===== config.mk =====
export PLATFORM = sky130hd
export DESIGN_NAME = h263_rtp_packetizer_top_flat
export DESIGN_NICKNAME = d
export VERILOG_FILES = /design/src/rtl/h263rtp_pkg.sv /design/src/rtl/h263rtp_in_if.sv /design/src/rtl/h263rtp_out_if.sv /design/src/rtl/h263rtp_cfg.sv /design/src/rtl/h263rtp_lead.sv /design/src/rtl/h263rtp_runq.sv /design/src/rtl/h263_rtp_packetizer_top.sv /design/src/flat_wrapper.sv
export SDC_FILE = /design/constraint.sdc
export NUM_CORES = 1
export LEC_CHECK = 0
export BUFFER_PORTS_ARGS = -buffer_cell sky130_fd_sc_hd__buf_2
export CAP_MARGIN = 20
export CELL_PAD_IN_SITES_DETAIL_PLACEMENT = 0
export CELL_PAD_IN_SITES_GLOBAL_PLACEMENT = 1
export CORE_ASPECT_RATIO = 1.25
export CORE_MARGIN = 2
export CORE_UTILIZATION = 30
export CTS_BUF_LIST = sky130_fd_sc_hd__clkbuf_8
export DETAILED_ROUTE_END_ITERATION = 7
export GPL_TIMING_DRIVEN = 0
export PLACE_DENSITY_LB_ADDON = 0.08
export SLEW_MARGIN = 20
export SYNTH_ARGS = -nofsm -noshare
export SYNTH_HDL_FRONTEND = slang
export SYNTH_HIERARCHICAL = 1
export SYNTH_SLANG_ARGS = --single-unit

===== constraint.sdc =====
create_clock -name clk -period 17.73 [get_ports clk]
set_clock_uncertainty 0.05 [all_clocks]
set_input_delay 3.546 -clock clk [delete_from_list [all_inputs] [get_ports clk]]
set_output_delay 3.546 -clock clk [all_outputs]
set_load 0.1 [all_outputs]

===== src/rtl/h263rtp_pkg.sv =====
// Shared types and constants of the H.263 RTP packetizer.
`timescale 1ns / 1ps
package h263rtp_pkg;

  localparam int RUN_MAX = 5;

  localparam logic [7:0] HDR_PBIT = 8'h04;
  localparam logic [7:0] HDR_ZERO = 8'h00;
  localparam logic [7:0] PIC_MIN  = 8'h80;

  localparam logic [13:0] MTU_MIN   = 14'd16;
  localparam logic [13:0] MTU_RESET = 14'd1400;

  // Progress through the held lead bytes of a frame.
  typedef enum logic [1:0] {
    LEAD_NONE = 2'd0,
    LEAD_ONE  = 2'd1,
    LEAD_TWO  = 2'd2,
    LEAD_DONE = 2'd3
  } h263rtp_lead_t;

  // The output bytes caused by one input byte, with their packet ends.
  typedef struct packed {
    logic [RUN_MAX-1:0][7:0] data;
    logic [RUN_MAX-1:0]      pend;
    logic [2:0]              len;
    logic                    last;
  } h263rtp_run_t;

  typedef struct packed {
    logic         valid;
    h263rtp_run_t run;
  } h263rtp_push_t;

endpackage


===== src/rtl/h263rtp_in_if.sv =====
// Input byte channel of the packetizer.
`timescale 1ns / 1ps
interface h263rtp_in_if;
  logic       valid;
  logic       ready;
  logic [7:0] in_byte;
  logic       frame_last;

  modport source (output valid, output in_byte, output frame_last, input ready);
  modport sink   (input valid, input in_byte, input frame_last, output ready);
endinterface


===== src/rtl/h263rtp_out_if.sv =====
// Output packet byte channel of the packetizer.
`timescale 1ns / 1ps
interface h263rtp_out_if;
  logic       valid;
  logic       ready;
  logic [7:0] out_byte;
  logic       packet_end;
  logic       frame_marker;
  logic       run_last;

  modport source (output valid, output out_byte, output packet_end, output frame_marker,
                  output run_last, input ready);
  modport sink   (input valid, input out_byte, input packet_end, input frame_marker,
                  input run_last, output ready);
endinterface


===== src/rtl/h263rtp_cfg.sv =====
// APB register file holding the packet size limit.
`timescale 1ns / 1ps
module h263rtp_cfg
  import h263rtp_pkg::*;
(
  input  logic        clk,
  input  logic        rst,
  input  logic        psel,
  input  logic        penable,
  input  logic        pwrite,
  input  logic [1:0]  paddr,
  input  logic [31:0] pwdata,
  output logic [31:0] prdata,
  output logic        pready,
  output logic [13:0] mtu
);

  logic wr_en;

  // Only one register exists, so every address in the window selects it.
  assign wr_en  = psel && penable && pwrite && (paddr[1:0] == 2'b00 || paddr[1:0] != 2'b00);
  assign pready = 1'b1;
  assign prdata = {18'd0, mtu};

  always_ff @(posedge clk) begin
    if (rst) begin
      mtu <= MTU_RESET;
    end else if (wr_en) begin
      mtu <= pwdata[13:0];
    end
  end

endmodule


===== src/rtl/h263rtp_lead.sv =====
// Frame front end: lead byte hold, header choice and packet cutting per input byte.
`timescale 1ns / 1ps
module h263rtp_lead
  import h263rtp_pkg::*;
(
  input  logic          clk,
  input  logic          rst,
  input  logic          accept,
  input  logic [7:0]    in_byte,
  input  logic          frame_last,
  input  logic [13:0]   mtu,
  output h263rtp_push_t push
);

  h263rtp_lead_t lead;
  h263rtp_lead_t lead_next;
  logic [7:0]    held [2];
  logic [13:0]   fill;
  logic [13:0]   fill_next;
  logic [13:0]   lim;
  logic [7:0]    head0;
  h263rtp_run_t  run;

  assign lim   = (mtu < MTU_MIN) ? MTU_MIN : mtu;
  assign head0 = (lead == LEAD_NONE) ? in_byte : held[0];

  // Next lead state.
  always_comb begin
    if (frame_last) begin
      lead_next = LEAD_NONE;
    end else begin
      case (lead)
        LEAD_NONE: lead_next = LEAD_ONE;
        LEAD_ONE:  lead_next = LEAD_TWO;
        LEAD_TWO:  lead_next = LEAD_DONE;
        LEAD_DONE: lead_next = LEAD_DONE;
        default:   lead_next = LEAD_NONE;
      endcase
    end
  end

  // Bytes of the run caused by this input.
  always_comb begin
    run      = '0;
    run.last = frame_last;
    case (lead)
      LEAD_NONE, LEAD_ONE: begin
        if (frame_last) begin
          // A short frame goes out behind a plain zero header.
          run.data[0] = HDR_ZERO;
          run.data[1] = HDR_ZERO;
          run.data[2] = head0;
          run.data[3] = in_byte;
          run.len     = (lead == LEAD_ONE) ? 3'd4 : 3'd3;
        end
      end
      LEAD_TWO: begin
        if (held[0] == HDR_ZERO && held[1] == HDR_ZERO && in_byte >= PIC_MIN) begin
          // Picture start code: the two zero bytes become the P-bit header.
          run.data[0] = HDR_PBIT;
          run.data[1] = HDR_ZERO;
          run.data[2] = in_byte;
          run.len     = 3'd3;
        end else begin
          run.data[0] = HDR_ZERO;
          run.data[1] = HDR_ZERO;
          run.data[2] = held[0];
          run.data[3] = held[1];
          run.data[4] = in_byte;
          run.len     = 3'd5;
        end
      end
      LEAD_DONE: begin
        if (fill == 14'd0) begin
          run.data[0] = HDR_ZERO;
          run.data[1] = HDR_ZERO;
          run.data[2] = in_byte;
          run.len     = 3'd3;
        end else begin
          run.data[0] = in_byte;
          run.len     = 3'd1;
        end
      end
      default: begin
        run.len = 3'd0;
      end
    endcase
  end

  // Packet fill walks the run; at most five short steps.
  always_comb begin
    logic [13:0]        f;
    logic [RUN_MAX-1:0] pend;
    f    = fill;
    pend = '0;
    for (int i = 0; i < RUN_MAX; i++) begin
      if (3'(i) < run.len) begin
        f       = f + 14'd1;
        pend[i] = (f >= lim) || ((3'(i) == run.len - 3'd1) && frame_last);
        if (pend[i]) begin
          f = 14'd0;
        end
      end
    end
    fill_next = frame_last ? 14'd0 : f;
    push.valid = accept && (run.len != 3'd0);
    push.run   = run;
    push.run.pend = pend;
  end

  always_ff @(posedge clk) begin
    if (accept && (lead == LEAD_NONE || lead == LEAD_ONE)) begin
      held[lead[0]] <= in_byte;
    end
  end

  always_ff @(posedge clk) begin
    if (rst) begin
      lead <= LEAD_NONE;
      fill <= 14'd0;
    end else if (accept) begin
      lead <= lead_next;
      fill <= fill_next;
    end
  end

endmodule


===== src/rtl/h263rtp_runq.sv =====
// Two-entry run queue that sends the queued bytes out one per cycle while out_ch is ready.
`timescale 1ns / 1ps
module h263rtp_runq
  import h263rtp_pkg::*;
(
  input  logic                 clk,
  input  logic                 rst,
  input  h263rtp_push_t        push,
  output logic                 can_accept,
  h263rtp_out_if.source        out_ch
);

  h263rtp_run_t q [2];
  h263rtp_run_t head;
  logic         wr_ptr;
  logic         rd_ptr;
  logic [1:0]   count;
  logic [2:0]   idx;
  logic         at_end;
  logic         fire;
  logic         pop;

  assign head       = q[rd_ptr];
  assign at_end     = (idx == head.len - 3'd1);
  assign fire       = out_ch.valid && out_ch.ready;
  assign pop        = fire && at_end;
  assign can_accept = (count != 2'd2);

  assign out_ch.valid        = (count != 2'd0);
  assign out_ch.out_byte     = head.data[idx];
  assign out_ch.packet_end   = head.pend[idx];
  assign out_ch.run_last     = at_end;
  assign out_ch.frame_marker = at_end && head.last;

  always_ff @(posedge clk) begin
    if (push.valid) begin
      q[wr_ptr] <= push.run;
    end
  end

  always_ff @(posedge clk) begin
    if (rst) begin
      wr_ptr <= 1'b0;
      rd_ptr <= 1'b0;
      count  <= 2'd0;
      idx    <= 3'd0;
    end else begin
      if (push.valid) begin
        wr_ptr <= ~wr_ptr;
      end
      if (fire) begin
        if (at_end) begin
          idx    <= 3'd0;
          rd_ptr <= ~rd_ptr;
        end else begin
          idx <= idx + 3'd1;
        end
      end
      count <= count + {1'b0, push.valid} - {1'b0, pop};
    end
  end

endmodule


===== src/rtl/h263_rtp_packetizer_top.sv =====
// Top level of the H.263 RTP packetizer.
//
//   channel  | direction | request contents
//   ---------+-----------+------------------------------------------------------
//   in_ch    | in        | in_byte, frame_last
//   out_ch   | out       | out_byte, packet_end, frame_marker, run_last
//   APB      | in        | mtu at every address (14 bits, write and read)
//
// An input request is taken in the cycle it is offered whenever fewer than two
// runs wait in the run queue; its output run (zero to five bytes) is decided in
// that same cycle and leaves one byte per cycle from the queue head while out_ch
// is ready. Data bytes give one output byte each, so with out_ch ready the block
// sustains one request per cycle; headers and held lead bytes add output cycles.
// Reset is synchronous and clears the lead state, the packet fill and the queue,
// and sets mtu to 1400. A stall on the output fills the two-run queue before
// the input side sees ready drop; no ready path runs straight through.
`timescale 1ns / 1ps
module h263_rtp_packetizer_top
  import h263rtp_pkg::*;
(
  input  logic          clk,
  input  logic          rst,
  input  logic          psel,
  input  logic          penable,
  input  logic          pwrite,
  input  logic [1:0]    paddr,
  input  logic [31:0]   pwdata,
  output logic [31:0]   prdata,
  output logic          pready,
  h263rtp_in_if.sink    in_ch,
  h263rtp_out_if.source out_ch
);

  logic          can_accept;
  logic          accept;
  logic [13:0]   mtu;
  h263rtp_push_t push;

  assign in_ch.ready = can_accept;
  assign accept      = in_ch.valid && can_accept;

  h263rtp_cfg u_cfg (
    .clk     (clk),
    .rst     (rst),
    .psel    (psel),
    .penable (penable),
    .pwrite  (pwrite),
    .paddr   (paddr),
    .pwdata  (pwdata),
    .prdata  (prdata),
    .pready  (pready),
    .mtu     (mtu)
  );

  // The front end decides each request's header and packet ends combinationally, in the cycle it is taken.
  h263rtp_lead u_lead (
    .clk        (clk),
    .rst        (rst),
    .accept     (accept),
    .in_byte    (in_ch.in_byte),
    .frame_last (in_ch.frame_last),
    .mtu        (mtu),
    .push       (push)
  );

  // The queue holds finished runs and hands them to the output byte by byte.
  h263rtp_runq u_runq (
    .clk        (clk),
    .rst        (rst),
    .push       (push),
    .can_accept (can_accept),
    .out_ch     (out_ch)
  );

endmodule


===== src/flat_wrapper.sv =====
// flat-port wrapper written by rule: the top's interface ports become plain ports
module h263_rtp_packetizer_top_flat import h263rtp_pkg::*;
  (clk, rst, psel, penable, pwrite, paddr, pwdata, prdata, pready, in_ch_valid, in_ch_in_byte, in_ch_frame_last, in_ch_ready, out_ch_valid, out_ch_out_byte, out_ch_packet_end, out_ch_frame_marker, out_ch_run_last, out_ch_ready);
  h263rtp_in_if in_ch_i ();
  h263rtp_out_if out_ch_i ();
  input  logic clk;
  input  logic rst;
  input  logic psel;
  input  logic penable;
  input  logic pwrite;
  input  logic [1:0] paddr;
  input  logic [31:0] pwdata;
  output logic [31:0] prdata;
  output logic pready;
  input wire logic [$bits(in_ch_i.valid)-1:0] in_ch_valid;
  input wire logic [$bits(in_ch_i.in_byte)-1:0] in_ch_in_byte;
  input wire logic [$bits(in_ch_i.frame_last)-1:0] in_ch_frame_last;
  output wire logic [$bits(in_ch_i.ready)-1:0] in_ch_ready;
  output wire logic [$bits(out_ch_i.valid)-1:0] out_ch_valid;
  output wire logic [$bits(out_ch_i.out_byte)-1:0] out_ch_out_byte;
  output wire logic [$bits(out_ch_i.packet_end)-1:0] out_ch_packet_end;
  output wire logic [$bits(out_ch_i.frame_marker)-1:0] out_ch_frame_marker;
  output wire logic [$bits(out_ch_i.run_last)-1:0] out_ch_run_last;
  input wire logic [$bits(out_ch_i.ready)-1:0] out_ch_ready;
  assign in_ch_i.valid = in_ch_valid;
  assign in_ch_i.in_byte = in_ch_in_byte;
  assign in_ch_i.frame_last = in_ch_frame_last;
  assign in_ch_ready = in_ch_i.ready;
  assign out_ch_valid = out_ch_i.valid;
  assign out_ch_out_byte = out_ch_i.out_byte;
  assign out_ch_packet_end = out_ch_i.packet_end;
  assign out_ch_frame_marker = out_ch_i.frame_marker;
  assign out_ch_run_last = out_ch_i.run_last;
  assign out_ch_i.ready = out_ch_ready;
  h263_rtp_packetizer_top u_core (.clk(clk), .rst(rst), .psel(psel), .penable(penable), .pwrite(pwrite), .paddr(paddr), .pwdata(pwdata), .prdata(prdata), .pready(pready), .in_ch(in_ch_i), .out_ch(out_ch_i));
endmodule

-- Yosys cells after proc, flatten, opt, wreduce, memory -nomap -nowiden
Memories as Yosys holds them, arrays and structs flattened. A register that Yosys moved wholly into a read port is not among the register bits.
Cells that the tools add are included.
- bits in registers: 37
- latch bits: 0
- RAM bits: 114
- bits in read-only memories: 0
- bits of input ports: 50
- output and inout bits: 46
- logic and storage cells: 122
- memories kept: 2
- add/subtract/negate cells: 10
- $mul: 0
- divide/modulo/power cells: 0
- $lt $le $gt $ge: 13
- eq/ne operators: 9
- shift operators: 0
- muxes and demuxes: 44
- bitwise operators: 2
- reduce and logical (&&, ||, !) cells: 35
- memories (memory ; words ; bits a word ; rd ports ; clocked after Yosys merged registers in ; write ports ; line ; source):
    u_core.u_runq.q ; 2 ; 49 ; 1 ; 1 ; 1 ; h263rtp_runq.sv:13 ; h263rtp_run_t q [2];
    u_core.u_lead.held ; 2 ; 8 ; 2 ; 0 ; 1 ; h263rtp_lead.sv:17 ; logic [7:0] held [2];
- operator list (cell ; number):
    14-bit 2-to-1 mux ; 12
    24-bit one-hot mux with 3 select lines ; 1
    14-bit by 1-bit adder with 14-bit output (second input constant) ; 5
    14-bit >= comparator ; 5
    16-bit 2-to-1 mux ; 2
    32-bit 2-to-1 mux ; 1
    8-bit 2-to-1 mux ; 4
    8-bit binary-select mux with 3-bit select ; 1
    24-bit 2-to-1 mux ; 1
    1-bit logical AND ; 16
    8-bit logical NOT ; 2
    8-bit one-hot mux with 2 select lines ; 1
    14-bit logical NOT ; 1
    14-bit by 5-bit less-than comparator with 1-bit output (second input constant) ; 1
    1-bit 2-to-1 mux ; 12
    3-bit 2-to-1 mux ; 4
    3-bit one-hot mux with 3 select lines ; 1
    8-bit >= comparator (second input constant) ; 1
    1-bit logical OR ; 7
    2-bit by 3-bit equality test with 1-bit output (first input constant) ; 2
    1-bit by 3-bit less-than comparator with 1-bit output (first input constant) ; 2
    2-bit by 3-bit less-than comparator with 1-bit output (first input constant) ; 2
    2-bit one-hot mux with 3 select lines ; 1
    3-bit by 1-bit subtractor with 3-bit output (second input constant) ; 2
    20 further kinds ; 26

-- Depth between registers and ports, before layout
Gate-level depths: netlist of run 1.
An unclocked memory read counts as a cell.
- depth after elaboration: 33
- mapped depth: 95
- gate-level depth less buffers: 89

-- Modules after synthesis
The synthesis of run 1 kept the hierarchy.
- by module, submodules not included (module ; instances ; cells an instance ; area an instance (µm²) ; seq. area each (µm²)):
    h263rtp_lead ; 1 ; 832 ; 6341.1 ; 800.8
    h263rtp_runq ; 1 ; 204 ; 4142.7 ; 3103.0
    h263rtp_cfg ; 1 ; 97 ; 877.1 ; 280.3
    h263_rtp_packetizer_top ; 1 ; 1 ; 6.3 ; 0.0

-- Worst setup path after synthesis of run 1
Ideal clock, no wire load.
- path type: input to register
- start point: in in_ch_frame_last
- end point: reg u_core.u_lead.fill[11]
- setup time: 60 ps
- arrival time: 18737 ps
- slack: -1116 ps
- stages on the path: 84
- cells stage by stage: clkbuf_1 > o2111ai_1 > xnor2_1 > nand2_1 > or3_1 > o32ai_1 > nand4_1 > nor3b_1 > and3_1 > xor2_1 > ha_1 > nand2_1 > a21oi_1 > a221o_1 > or3_1 > clkbuf_1 > nand2b_1 > nor2_2 > [48 not listed] > nor3_1 > xnor2_1 > ha_1 > a21o_1 > a21oi_1 > nor2b_1 > o21ai_0 > nand2b_1 > a21oi_1 > nor2b_1 > a2111oi_0 > o21a_1 > nand3_1 > and4_1 > nor2_2 > and2_1 > clkbuf_1 > a221o_1
- longest elaborated chain between the ends: 29
- ends and longest elaborated chain (item ; line ; source):
    start, declared ; flat_wrapper.sv:17 ; input wire logic [$bits(in_ch_i.frame_last)-1:0] in_ch_frame_last;
    3-bit 2-to-1 mux ; h263rtp_lead.sv:48 ; if (frame_last) begin
    3-bit one-hot mux with 3 select lines ; h263rtp_lead.sv:46 ; case (lead)
    3-bit by 1-bit subtractor with 3-bit output ; h263rtp_lead.sv:99 ; pend[i] = (f >= lim) || ((3'(i) == run.len - 3'd1) && frame_last);
    3-bit logical NOT ; h263rtp_lead.sv:99 ;
    1-bit logical AND ; h263rtp_lead.sv:99 ;
    1-bit logical OR ; h263rtp_lead.sv:99 ;
    14-bit 2-to-1 mux ; h263rtp_lead.sv:100 ; if (pend[i]) begin
    14-bit 2-to-1 mux ; h263rtp_lead.sv:97 ; if (3'(i) < run.len) begin
    [13 not listed] ; -- ;
    14-bit 2-to-1 mux ; h263rtp_lead.sv:100 ;
    14-bit 2-to-1 mux ; h263rtp_lead.sv:97 ;
    14-bit by 1-bit adder with 14-bit output ; h263rtp_lead.sv:98 ; f = f + 14'd1;
    14-bit >= comparator ; h263rtp_lead.sv:99 ;
    1-bit logical OR ; h263rtp_lead.sv:99 ;
    14-bit 2-to-1 mux ; h263rtp_lead.sv:100 ;
    14-bit 2-to-1 mux ; h263rtp_lead.sv:97 ;
    14-bit 2-to-1 mux * ; h263rtp_lead.sv:105 ; fill_next = frame_last ? 14'd0 : f;
    end signal, assigned ; h263rtp_lead.sv:123 ; fill <= fill_next;
    end, declared ; h263rtp_lead.sv:18 ; logic [13:0] fill;
Every way passes the cells marked *; elsewhere a longest branch is shown, timed or not.
A chain may end at the register's enable or synchronous reset.

-- Final worst setup path of run 1
Ends and elaborated chain as after synthesis.

==> results of run 1 <==
==> where the power goes <==
group / switching (mW) / internal, mW
Sequential: 0.00707 / 0.400
Clock: 0.160 / 0.105
Combinational: 0.150 / 0.0735
==> logic make-up after synthesis <==
logic type,count (synthesis),synth area share
buffers and inverters,128,0.0605
AND/OR/NAND/NOR,402,0.192
XOR/XNOR,71,0.0560
AO/OA/AOI/OAI,225,0.148
other,3,0.000991
flip-flops,152,0.368
adder cells (fa/ha/maj),76,0.0834
multiplexers,77,0.0910
==> cell type report <==
type	count	area [µm²]	area share
clock inverters	15	156	0.0111
repair buffers	124	861	0.0610
clock buffers	17	234	0.0166
multi-input cells	878	7330	0.519
flip-flops and latches	152	4180	0.296
well taps	486	608	0.0431
inverters	36	135	0.00957
plain buffers	90	612	0.0433
==> critical path: cells and delay by family <==
family	cells	cell delay, ps
simple gates	37	6570
compound gates	21	3910
fa+ha+maj	7	1620
buf+inv	8	1000
xor+xnor	4	630
mux	3	620
==> cell usage after synthesis, types with 5 or more instances <==
library cell / number
a21o_1: 18
a22o_1: 24
nor4_1: 12
mux2_2: 5
nand2b_1: 33
a221o_1: 8
nand4_1: 29
nor2_1: 93
buf_4: 44
a211oi_1: 5
nand3_1: 27
xnor2_1: 42
nand2_1: 78
nor2b_1: 14
or2_2: 7
dfxtp_1: 38
buf_2: 9
edfxtp_1: 114
o21ai_1: 6
inv_1: 33
xor2_1: 27
a21oi_1: 41
ha_1: 75
mux4_2: 18
o22ai_1: 11
and2_1: 19
o21a_1: 5
mux2i_1: 49
nor3_1: 19
or3_1: 6
clkbuf_1: 33
o21ai_0: 28
a31oi_1: 8
o31ai_1: 8
and3_1: 29
==> stage by stage <==
stage | area [µm²] | setup slack, ps
after floorplan | 11500 | 2.28
after global placement | 12400 | -4380
after detailed placement | 12500 | -4270
after CTS | 13800 | -14.5
after global routing | 14100 | -358
final | 14100 | 149
==> path summary, 6_finish.rpt <==
path,endpoint,slack [ps],depth (start not counted)
worst min-delay path,u_core/u_cfg/mtu[0],440,2
worst max register to register,u_core/u_lead/fill[11],570,87
worst min register to register,u_core/u_cfg/mtu[0],440,2
worst max-delay path,u_core/u_lead/fill[11],150,80
==> what timing repair did <==
action | in CTS | in global routing
buffers inserted | 42 | 25
cloned | 0 | 0
gates resized for setup | 105 | 43
pin swaps | 49 | 55
endpoints found under the setup margin | 16 | 16
==> flip-flops by register name (all words and copies together) (netlist names), named ones only <==
| name | count |
|---|---|
| u_core/u_cfg/mtu | 14 |
| u_core/u_lead/fill | 14 |
| u_core/u_lead/held | 16 |
| u_core/u_lead/lead | 2 |
| u_core/u_runq/count | 2 |
| u_core/u_runq/idx | 3 |
| u_core/u_runq/q | 98 |
| u_core/u_runq/rd_ptr | 1 |
| u_core/u_runq/wr_ptr | 1 |
==> layer usage <==
layer  part of all wire  track usage  vias up
met5                  0            0        -
met4              0.038       0.0814        0
met3              0.036       0.0254       63
met2               0.52        0.364      241
met1               0.40        0.233     4452
li1                   -            -     4532
==> metrics.cfg, run 1 <==
[worst_setup_path]
crit_arrival_ps=17950
cp-end-kind=register
crit_required_ps=18090
critical_path.startpoint_type=input pin
crit_path_top_delay_cell=or4_4
cp-startpoint=in_ch_frame_last
critPathKind=input pin to register
crit_fanout=6
crit_top_cell=nand4_1
cpPeakStageDelay_ps=540
r2r-start=u_core/u_lead/fill[3]

[cells_and_area]
fin_nets=1424
diodes=0
mostFrequentLayoutCell=edfxtp_1
drive_gt1_frac=0.292
stdcell_count=1798
area_delta_synth_final_pct=24.2
post-route-util=0.379
n_fill_cell=3816
layout_common_cells=edfxtp_1 (114), buf_4 (108), nor2_1 (84)

[synthesis]
syn_inst=1134
ys_seq_area_frac=0.368
yosysUniqueCellTypes=101
yosys.area.top_type=edfxtp_1
async_reset_ff_frac=0
netlist_area_um2=11400
synth_edf_count=114
netlist_top_cells_area=edfxtp_1 (30%), ha_1 (8.3%), dfxtp_1 (6.7%)
synthFlopType=edfxtp_1
yosys_warnings=6
syn_area_per_cell_um2=10.0
yosysTopAreaCellShare=0.301
ys_seq_elements=152

[clock_tree]
cts_sinks=152
cts_inserted_buffers=17
cts.clk_slew.worst_paths_ps=100
ctsHoldBuffers=0
clockRootBuffer=clkbuf_8
clock_path_buffers=2
cts_tree=built
clock_latency_ps=480
htreeDepth=4

[grt]
grt_pass1_vias=9344
grt_max_degree=50
antenna_found_initial=0
grt_pass1_wl_um=58000
track_usage=0.200
gr-total-overflow=0

[routing]
via_per_inst=5.17
first_pass_iters=5
drc_errors=0
drt_iter0_drc=625
drtAntennaViolNets=0
vias=9288
wire_per_inst_um=21.6
wl_um=38900

[place]
dp_cells=1703
dpl.hpwl_um=29700
io_buffers=56
gp_congestion=0.811

[timing]
whs_ps=444
finalHoldViolCount=0
max_freq_ghz=0.0569
slew_headroom=0.370
rsz0062_at_grt=yes
max_slew.worst_pin.slew_ps=946
min_period_ps=17580
slew_violations=0
tns_ps=0
fin_crit_sh=0.992
setup_viol_count_final=0

[run_status]
status=completed

[power]
peakVddDrop_mv=0.0395
leakage_nw=5.57
total_power_uw=896
power_density_nw_per_um2=63.4

[min_path]
min_from=u_core/u_cfg/mtu[0]
hold_class=register to register

[floorplan]
fp-row-count=79
io_pins=96
die_h_um=222
fp.coreArea_um2=37300
die-area_um2=39500
die_w_um=178
start_util=0.305

[run]
maxCapViolCount=0

No activity file was read; power rests on OpenSTA's default activity.
==> run 2, diff against run 1 <==
--- a/config.mk
+++ b/config.mk
@@ -6,7 +6,7 @@
 export NUM_CORES = 1
 export LEC_CHECK = 0
 export BUFFER_PORTS_ARGS = -buffer_cell sky130_fd_sc_hd__buf_2
-export CAP_MARGIN = 20
+export CAP_MARGIN = 40
 export CELL_PAD_IN_SITES_DETAIL_PLACEMENT = 0
 export CELL_PAD_IN_SITES_GLOBAL_PLACEMENT = 1
 export CORE_ASPECT_RATIO = 1.25
==> constraint.sdc (replaced) <==
create_clock -name clk -period 17.73 [get_ports clk]
set_clock_uncertainty 0.05 [all_clocks]
set_input_delay 1.773 -clock clk [delete_from_list [all_inputs] [get_ports clk]]
set_output_delay 1.773 -clock clk [all_outputs]
set_load 0.1 [all_outputs]
==> metrics.cfg, run 2 (synthesized netlist as in run 1, its figures left out) <==
[run_status]
status=completed

[clock_tree]
cts.clk_slew.worst_paths_ps=100
cts_tree=built
clockRootBuffer=clkbuf_8
htreeDepth=4
clock_path_buffers=2
cts_inserted_buffers=17
clock_latency_ps=470
cts_sinks=152

[place]
gp_congestion=0.844
place_ws_ps=-4570
io_buffers=56
dpl-instance-area_um2=12500
dpl.hpwl_um=30100

[grt]
grt_pass1_vias=9213
gr-total-overflow=0
track_usage=0.199
antenna_found_initial=1
grt_pass1_wl_um=57600
grt_max_degree=46

[worst_setup_path]
cpPeakStageDelay_ps=520
path_buf_inv=9
crit_arrival_ps=17030
cp-end-kind=register
critical_path.startpoint_type=register
crit_path_top_delay_cell=dfxtp_1
crit_family=simple AND/OR/NAND/NOR gates
critPathKind=register to register
crit_required_ps=18020
crit_top_cell=ha_1
crit_fanout=10

[timing]
whs_ps=471
slew_headroom=0.445
slew_violations=0
tns_ps=0
max_slew.worst_pin.slew_ps=832
setup_ws_ps=992
min_period_ps=16740
finalHoldViolCount=0
max_freq_ghz=0.0597
fin_crit_sh=0.944
setup_viol_count_final=0

[routing]
first_pass_iters=5
wl_um=38800
drt_iter0_drc=540
drtAntennaViolNets=0
via_per_inst=5.15
wire_per_inst_um=21.8
vias=9159
drc_errors=0

[power]
total_power_uw=880
internal_power_uw=572
seq_power_share=0.462
power_density_nw_per_um2=64.0
power_frac_comb=0.248
swShare=0.350
switchingPower_uw=308
peakVddDrop_mv=0.0446
leakage_nw=5.43
clkPwrFrac=0.290

[cells_and_area]
layout_common_cells=edfxtp_1 (114), buf_4 (88), nor2_1 (84)
diodes=0
mostFrequentLayoutCell=edfxtp_1
largest_reg_flops=98
ff_latch_area_um2=4190
top_register=u_core/u_runq/q
fin_nets=1403
area_delta_synth_final_pct=20.9
multi_input_area_um2=7130
drive_gt1_frac=0.270
n_fill_cell=3792
fin_area_um2=13700

[floorplan]
fp.coreArea_um2=37300
die_h_um=222
die_w_um=178
die-area_um2=39500
io_pins=96
start_util=0.305
fp-row-count=79

[min_path]
hold_class=register to register

[run]
maxCapViolCount=0

## run 2: cell types whose count changed in the layout (fill, tap and decap cells not counted), moves of 4 or more
cell	delta
ha_4	-4
o21ai_0	+5
a21oi_2	-4
dfxtp_1	-4
a21oi_1	+4
o21ai_1	-4
buf_4	-20
## run 2: layout make-up
class,instances,share of cell area
Multi-Input combinational cell,878,0.518
Sequential cell,152,0.305
Timing Repair Buffer,107,0.0543
Tap cell,486,0.0442
Buffer,86,0.0416
Clock buffer,17,0.0170
Inverter,36,0.00983
Clock inverter,15,0.00965
## run 2: path summary, 6_finish.rpt
| path | startpoint | endpoint | slack [ps] | cells after the start |
|---|---|---|---|---|
| worst min register to register | u_core/u_cfg/mtu[0] | u_core/u_cfg/mtu[0] | 470 | 2 |
| worst max register to register | u_core/u_lead/fill[4] | u_core/u_lead/fill[8] | 990 | 84 |
| worst min-delay path | u_core/u_cfg/mtu[0] | u_core/u_cfg/mtu[0] | 470 | 2 |
| worst max-delay path | u_core/u_lead/fill[4] | u_core/u_lead/fill[8] | 990 | 84 |
## run 2: routing by layer
layer  share of wire  global-route usage  up-vias
met1            0.41               0.231     4449
met3           0.029              0.0261       44
met2            0.54               0.368      180
met5         0.00034                   0        -
li1                -                   -     4484
met4           0.028              0.0685        2
## run 2: repair_timing
action                     4_1_cts  5_1_grt
buffers inserted                21       22
resized for setup               98       31
setup endpoints to repair       16       16
hold buffers                     0        0
pin swaps                       18       21
## run 2: power groups by stage
stage	Sequential (mW)	Clock (mW)	Combinational, mW
after floorplan	0.413	0	0.153
after global placement	0.416	0	0.201
after detailed placement	0.415	0	0.207
after CTS	0.407	0.265	0.215
after global routing	0.409	0.278	0.236
final	0.407	0.255	0.218
## run 2: tightest hold or removal path, cell delays in order, from the launching register on
cell      delay (ps)
dfxtp_1          350
nand2b_1          70
mux2i_1           60
## run 2: through the flow
step                utilization  cells
finish                    0.369   1777
global route              0.369   1777
CTS                       0.361   1755
detailed placement        0.335   1707
global placement          0.331   1700
floorplan                     -   1158
